**src/rtl/lca_pkg.sv**
```systemverilog
// ---------------------------------------------------------------------------
// lca_pkg: shared types and constants of the label centroid accumulator
// Command codes, widths and the front/back queue entry type.
// ---------------------------------------------------------------------------
`default_nettype none
package lca_pkg;
	localparam int LABEL_BITS = 16;
	localparam int COORD_BITS = 10;
	localparam int DEPTH      = 1 << LABEL_BITS;
	localparam int SIZE_W     = 24;
	localparam int SUM_W      = 40;
	localparam int CNT_W      = 31;
	localparam int CENT_W     = 34;
	localparam int PROD_W     = SUM_W + SIZE_W;

	localparam logic [1:0] CMD_ACC    = 2'd0;
	localparam logic [1:0] CMD_QUERY  = 2'd1;
	localparam logic [1:0] CMD_CLEAR  = 2'd2;
	localparam logic [1:0] CMD_UNUSED = 2'd3;

	localparam logic [1:0] REG_SIZE_X = 2'd0;
	localparam logic [1:0] REG_SIZE_Y = 2'd1;
	localparam logic [1:0] REG_SIZE_Z = 2'd2;
	localparam logic [1:0] REG_UNUSED = 2'd3;

	localparam logic [CNT_W-1:0]  COUNT_MAX = CNT_W'(1) << 30;
	localparam logic [SUM_W-1:0]  SUM_MAX   = '1;
	localparam logic [CENT_W-1:0] CENT_MAX  = '1;

	typedef struct packed {
		logic [1:0]            cmd;
		logic [LABEL_BITS-1:0] label;
		logic [COORD_BITS-1:0] pos_x;
		logic [COORD_BITS-1:0] pos_y;
		logic [COORD_BITS-1:0] pos_z;
	} lca_item_t;

	typedef struct packed {
		logic              present;
		logic [CENT_W-1:0] centroid_x;
		logic [CENT_W-1:0] centroid_y;
		logic [CENT_W-1:0] centroid_z;
		logic [CNT_W-1:0]  voxel_count;
	} lca_result_t;
endpackage
`default_nettype wire

```
**src/rtl/lca_front.sv**
```systemverilog
// ---------------------------------------------------------------------------
// lca_front: input decode and item queue
// Unpacks words, drops unused commands and buffers items in a short queue.
// ---------------------------------------------------------------------------
`default_nettype none
module lca_front import lca_pkg::*; (
	input  wire logic        clk,
	input  wire logic        arst_n,
	input  wire logic        s_tvalid,
	output logic             s_tready,
	input  wire logic [47:0] s_tdata,
	output logic             q_valid,
	input  wire logic        q_ready,
	output lca_item_t        q_item
);
	localparam int QD = 4;
	lca_item_t        mem_q [QD];
	logic [1:0]       wp_q, rp_q;
	logic [2:0]       cnt_q;
	lca_item_t        in_item;
	logic             push, pop;

	always_comb begin
		in_item.cmd   = s_tdata[1:0];
		in_item.label = s_tdata[17:2];
		in_item.pos_x = s_tdata[27:18];
		in_item.pos_y = s_tdata[37:28];
		in_item.pos_z = s_tdata[47:38];
	end

	assign s_tready = (cnt_q != 3'(QD));
	assign push     = s_tvalid && s_tready && (in_item.cmd != CMD_UNUSED);
	assign q_valid  = (cnt_q != 3'd0);
	assign pop      = q_valid && q_ready;
	assign q_item   = mem_q[rp_q];

	always_ff @(posedge clk) begin
		if (push) mem_q[wp_q] <= in_item;
	end

	always_ff @(posedge clk or negedge arst_n) begin
		if (!arst_n) begin
			wp_q  <= '0;
			rp_q  <= '0;
			cnt_q <= '0;
		end else begin
			if (push) wp_q <= wp_q + 2'd1;
			if (pop) rp_q <= rp_q + 2'd1;
			cnt_q <= cnt_q + 3'(push) - 3'(pop);
		end
	end
endmodule
`default_nettype wire

```
**config.mk**
```make
export PLATFORM = sky130hd
export DESIGN_NAME = lca_front
export DESIGN_NICKNAME = d
export VERILOG_FILES = /design/src/rtl/lca_pkg.sv /design/src/rtl/lca_front.sv
export SDC_FILE = /design/constraint.sdc
export NUM_CORES = 1
export LEC_CHECK = 0
export ABC_AREA = 1
export BUFFER_PORTS_ARGS = -buffer_cell sky130_fd_sc_hd__buf_4
export CAP_MARGIN = 30
export CORE_ASPECT_RATIO = 0.75
export CORE_MARGIN = 2
export CORE_UTILIZATION = 60
export CTS_BUF_LIST = sky130_fd_sc_hd__clkbuf_16
export CTS_CLUSTER_DIAMETER = 200
export DETAILED_ROUTE_END_ITERATION = 10
export PLACE_DENSITY = 0.88
export SYNTH_ARGS = -nofsm -noshare
export SYNTH_HDL_FRONTEND = slang
export SYNTH_SLANG_ARGS = --single-unit
```
**constraint.sdc**
```tcl
create_clock -name clk -period 7 [get_ports clk]
set_input_delay 2.1 -clock clk [delete_from_list [all_inputs] [get_ports clk]]
set_output_delay 2.1 -clock clk [all_outputs]
set_load 0.1 [all_outputs]
```
# Word level (Yosys, flattened, before mapping)
# Memories as Yosys holds them, arrays and structs flattened.
# Cells that the tools add are included.
dict set report classes {
  n_eq_ne 2
  mul 0
  bitwise 0
  n_shift 0
  n_addsub 4
  muxes 2
  n_div 0
  reduce_logical 4
  n_lt_le_gt_ge 0
}
# cell n
set ops {}
lappend ops {{$add 2x1->2 const B} 2}
lappend ops {{$add 3x1->3} 1}
lappend ops {{$logic_and 1x1->1} 3}
lappend ops {{$ne 3x3->1 const B} 1}
lappend ops {{$reduce_bool 3->1} 1}
lappend ops {{$sub 3x1->3} 1}
lappend ops {{$mux 1} 2}
lappend ops {{$ne 2x2->1 const B} 1}
dict set report totals {
  ff_bits 7
  n_memories 1
  word_cells 16
  latchBits 0
  mem_bits_rw 192
  out_inout_bits 50
  inputBits 52
  romBits 0
}
# memory words word_bits read_ports rd_clocked_by_memory_dff write_ports line
set memory_table {}
lappend memory_table {mem_q 4 48 1 0 1 lca_front.sv:17} ;# lca_item_t mem_q [QD];

# Longest topological paths before layout
dict set report logic_depth {
  depth_word 5
  mapped_depth 12
  depth_no_buf 12
}

# Worst setup path after synthesis
# Ideal clock, no wire load.
dict set report synth_path {
  path_type {input -> register}
  start {input port s_tvalid}
  end {memory mem_q[0][0] (netlist bit), enable pin}
  stages 4
  setup_time_ns 0.454
  path_buffers 0
  t_arrival_ns 4.559
  required_ns 6.546
  path_slack_ns 1.987
  cell_sequence {inv_1 a21oi_1 nand2_1 nor2_1}
}
dict set report synth_between {
  elab_chain_len 4
}
# item line
set synth_lines {}
lappend synth_lines {{start, declared} lca_front.sv:9} ;# input wire logic s_tvalid,
lappend synth_lines {{$logic_and 1x1->1 (2 in series)} lca_front.sv:32} ;# assign push = s_tvalid && s_tready && (in_item.cmd != CMD_UNUSED);
lappend synth_lines {{$mux 1} lca_front.sv:38} ;# if (push) mem_q[wp_q] <= in_item;
lappend synth_lines {{$mux 1 (not written as such)} lca_front.sv:38}
lappend synth_lines {{end, declared} lca_front.sv:17}
# Every way passes these cells.

==> reports/qor.csv <==
metric;value;unit
status;completed;
buffers added on ports;101;
Slew Limit Fails;0;
Critical Path AT;2890;ps
Worst path max stage delay;1050;ps
Layout area overhead;17.3;%
ys flop type;edfxtp_1;
crit end category;output port;
first-pass GRT wire length;24.9;mm
Startpoint Class;flip-flop;
HP Class;flip-flop to flip-flop;
CP Buf/Inv Count;2;
endpoints failing setup;0;
CTS Hold Bufs;0;
GRT Residual Overflow;0;
Placer Congestion;0.820;
portion of netlist area occupied by mux cells;0;%
post-DP HPWL;9.43;mm
FF+latch area;0.00594;mm²
Post-Synth XOR/XNOR Area;0;%
DRT Wirelength;15.7;mm
wire per inst;17.4;µm
fraction of layout cells with a size suffix above 1;20.1;%
FF+latch count, synth;199;
yosys synthesis warning count;0;
H-tree depth;4;
Compound-Gate Fraction of Synth Area;8.93;%
total negative setup slack;0;ps
Max Cap Viol;0;
Routed Antenna Nets;0;
Worst Max-Slew Pin Slew;1040;ps
CTS max path bufs;2;
Core ar.;0.0131;mm²
top post-synthesis cells by area;edfxtp_1 (71%), o211ai_1 (8.9%), nand2_1 (7.4%);
CTS tree;yes;
Root Buffer;clkbuf_16;
Die Y;105;µm
Mean Syn Cell Area;13.1;µm²
die area;0.0145;mm²
Placement Rows;36;
Async SR Flop Fraction;3.52;%
clock-pin slew on the worst setup and hold paths;70;ps
crit path max fanout;50;
largest net degree at the start of global routing;89;
Final min period;4990;ps
Crit Path Class;flip-flop to output port;
Cell Area, Synth;0.00813;mm²
CP max-delay cell;dfrtp_2;
most frequent cell after synthesis;edfxtp_1;
Initial DRT Pass Iterations;4;
post-synth cell types;15;
Synth top area share;70.9;%
Final Hold Viols;0;
Seq/Total Area, Yosys;73.1;%
Total GRT Usage;22.3;%
Max Freq;0.200;GHz
Syn Inst Count;621;
Post-Synth Simple-Gate Area;8.05;%
Antenna diodes;0;
area leader, netlist;edfxtp_1;
Layout Nets;774;
setup bufs post-CTS;0;
total CTS buffers;17;
Commonest cells post-synth;edfxtp_1 (192), nand2_1 (161), inv_1 (112);
initial DRC count;397;
Layout Skew;10.6;ps
worst rel slew slack;30.7;%
FILL cells;796;
drt via density;5.47;
IO Pins;102;
critical path, cell by cell;inv_2, o211ai_1, nand2_1, buf_4;
CTS sink cnt;199;
starting density of the core;62.0;%
Clk Latency, worst-skew pair;430;ps
CP delay by family, top;flip-flops;
number of synthesized flops with an enable pin;192;
largest family of logic cells by synthesized area;compound AO/OA/AOI/OAI gates;
number of remaining DRC errors;0;
synthesized net count;680;
Post-Synth Adder-Cell Area;1.17;%
Via Count;4919;
RSZ-0062 raised after global routing;no;
CP required;4900;ps
area of the multi-input gates;0.00151;mm²
vias in the first global route;4979;
crit share post-route;71.3;%
Die Width;138;µm
Gates resized, CTS repair;0;
antenna violations before repair;0;
sequential cells by signal (all words and copies together), names as in the netlist:
signal / flops
mem_q: 192
cnt_q: 3
rp_q: 2
wp_q: 2
final timing paths:
check                          from      endpoint  slack [ps]  cells after the start
setup / recovery            rp_q[1]    q_item[23]        2010                      4
hold / removal             cnt_q[0]      cnt_q[0]         510                      1
setup reg to reg           cnt_q[1]  mem_q[3][17]        4480                      5
hold reg to reg            cnt_q[0]      cnt_q[0]         510                      1
max in group asynchronous    arst_n       rp_q[1]        5390                      1
min in group asynchronous    arst_n      cnt_q[2]        1470                      1
cells by family after synthesis:
family / after synthesis
AND/OR/NAND/NOR: 172
buffers and inverters: 146
adder cells (fa/ha/maj): 7
flip-flops: 199
AO/OA/AOI/OAI: 97
through the flow:
step / setup WS (ps) / std cells / hold slack [ps] / instance area (µm²) / utilization [%]
3_3_place_gp: 2490 / 867 / 486 / 8890 / 67.9
2_1_floorplan: 1990 / 621 / 478 / 8130 / -
5_1_grt: 1800 / 899 / 531 / 9530 / 72.7
4_1_cts: 2010 / 899 / 512 / 9530 / 72.7
6_report: 2010 / 899 / 514 / 9530 / 72.7
3_5_place_dp: 2450 / 867 / 497 / 8890 / 67.9
metal layers:
metal | part of all wire [%] | up-vias | global-route usage [%]
li1 | - | 2330 | -
met5 | 0 | - | 0
met2 | 50 | 182 | 36.6
met3 | 8.4 | 21 | 7.47
met4 | 1.1 | 0 | 6.41
met1 | 41 | 2386 | 28.6
layout by cell type, fill, tap and decap left out, types with 4 or more instances in the layout:
cell	count
clkbuf_16	17
bufinv_16	4
buf_4	107
ha_1	6
edfxtp_1	192
o211ai_1	96
inv_6	4
nand2_1	161
nor2_4	4
nand3_1	7
dfrtp_1	6
inv_1	112
layout make-up:
type,instances,share of cell area [%]
tap,171,2.24
sequential,199,62.3
timing repair buffer,107,8.43
inverter,114,4.52
multi-input combinational,276,15.8
clock inverter,15,2.23
clock buffer,17,4.46
Power is left out: the tool's default activity adds up to more than one toggle a clock period on the data nets, which glitch-free logic cannot reach.
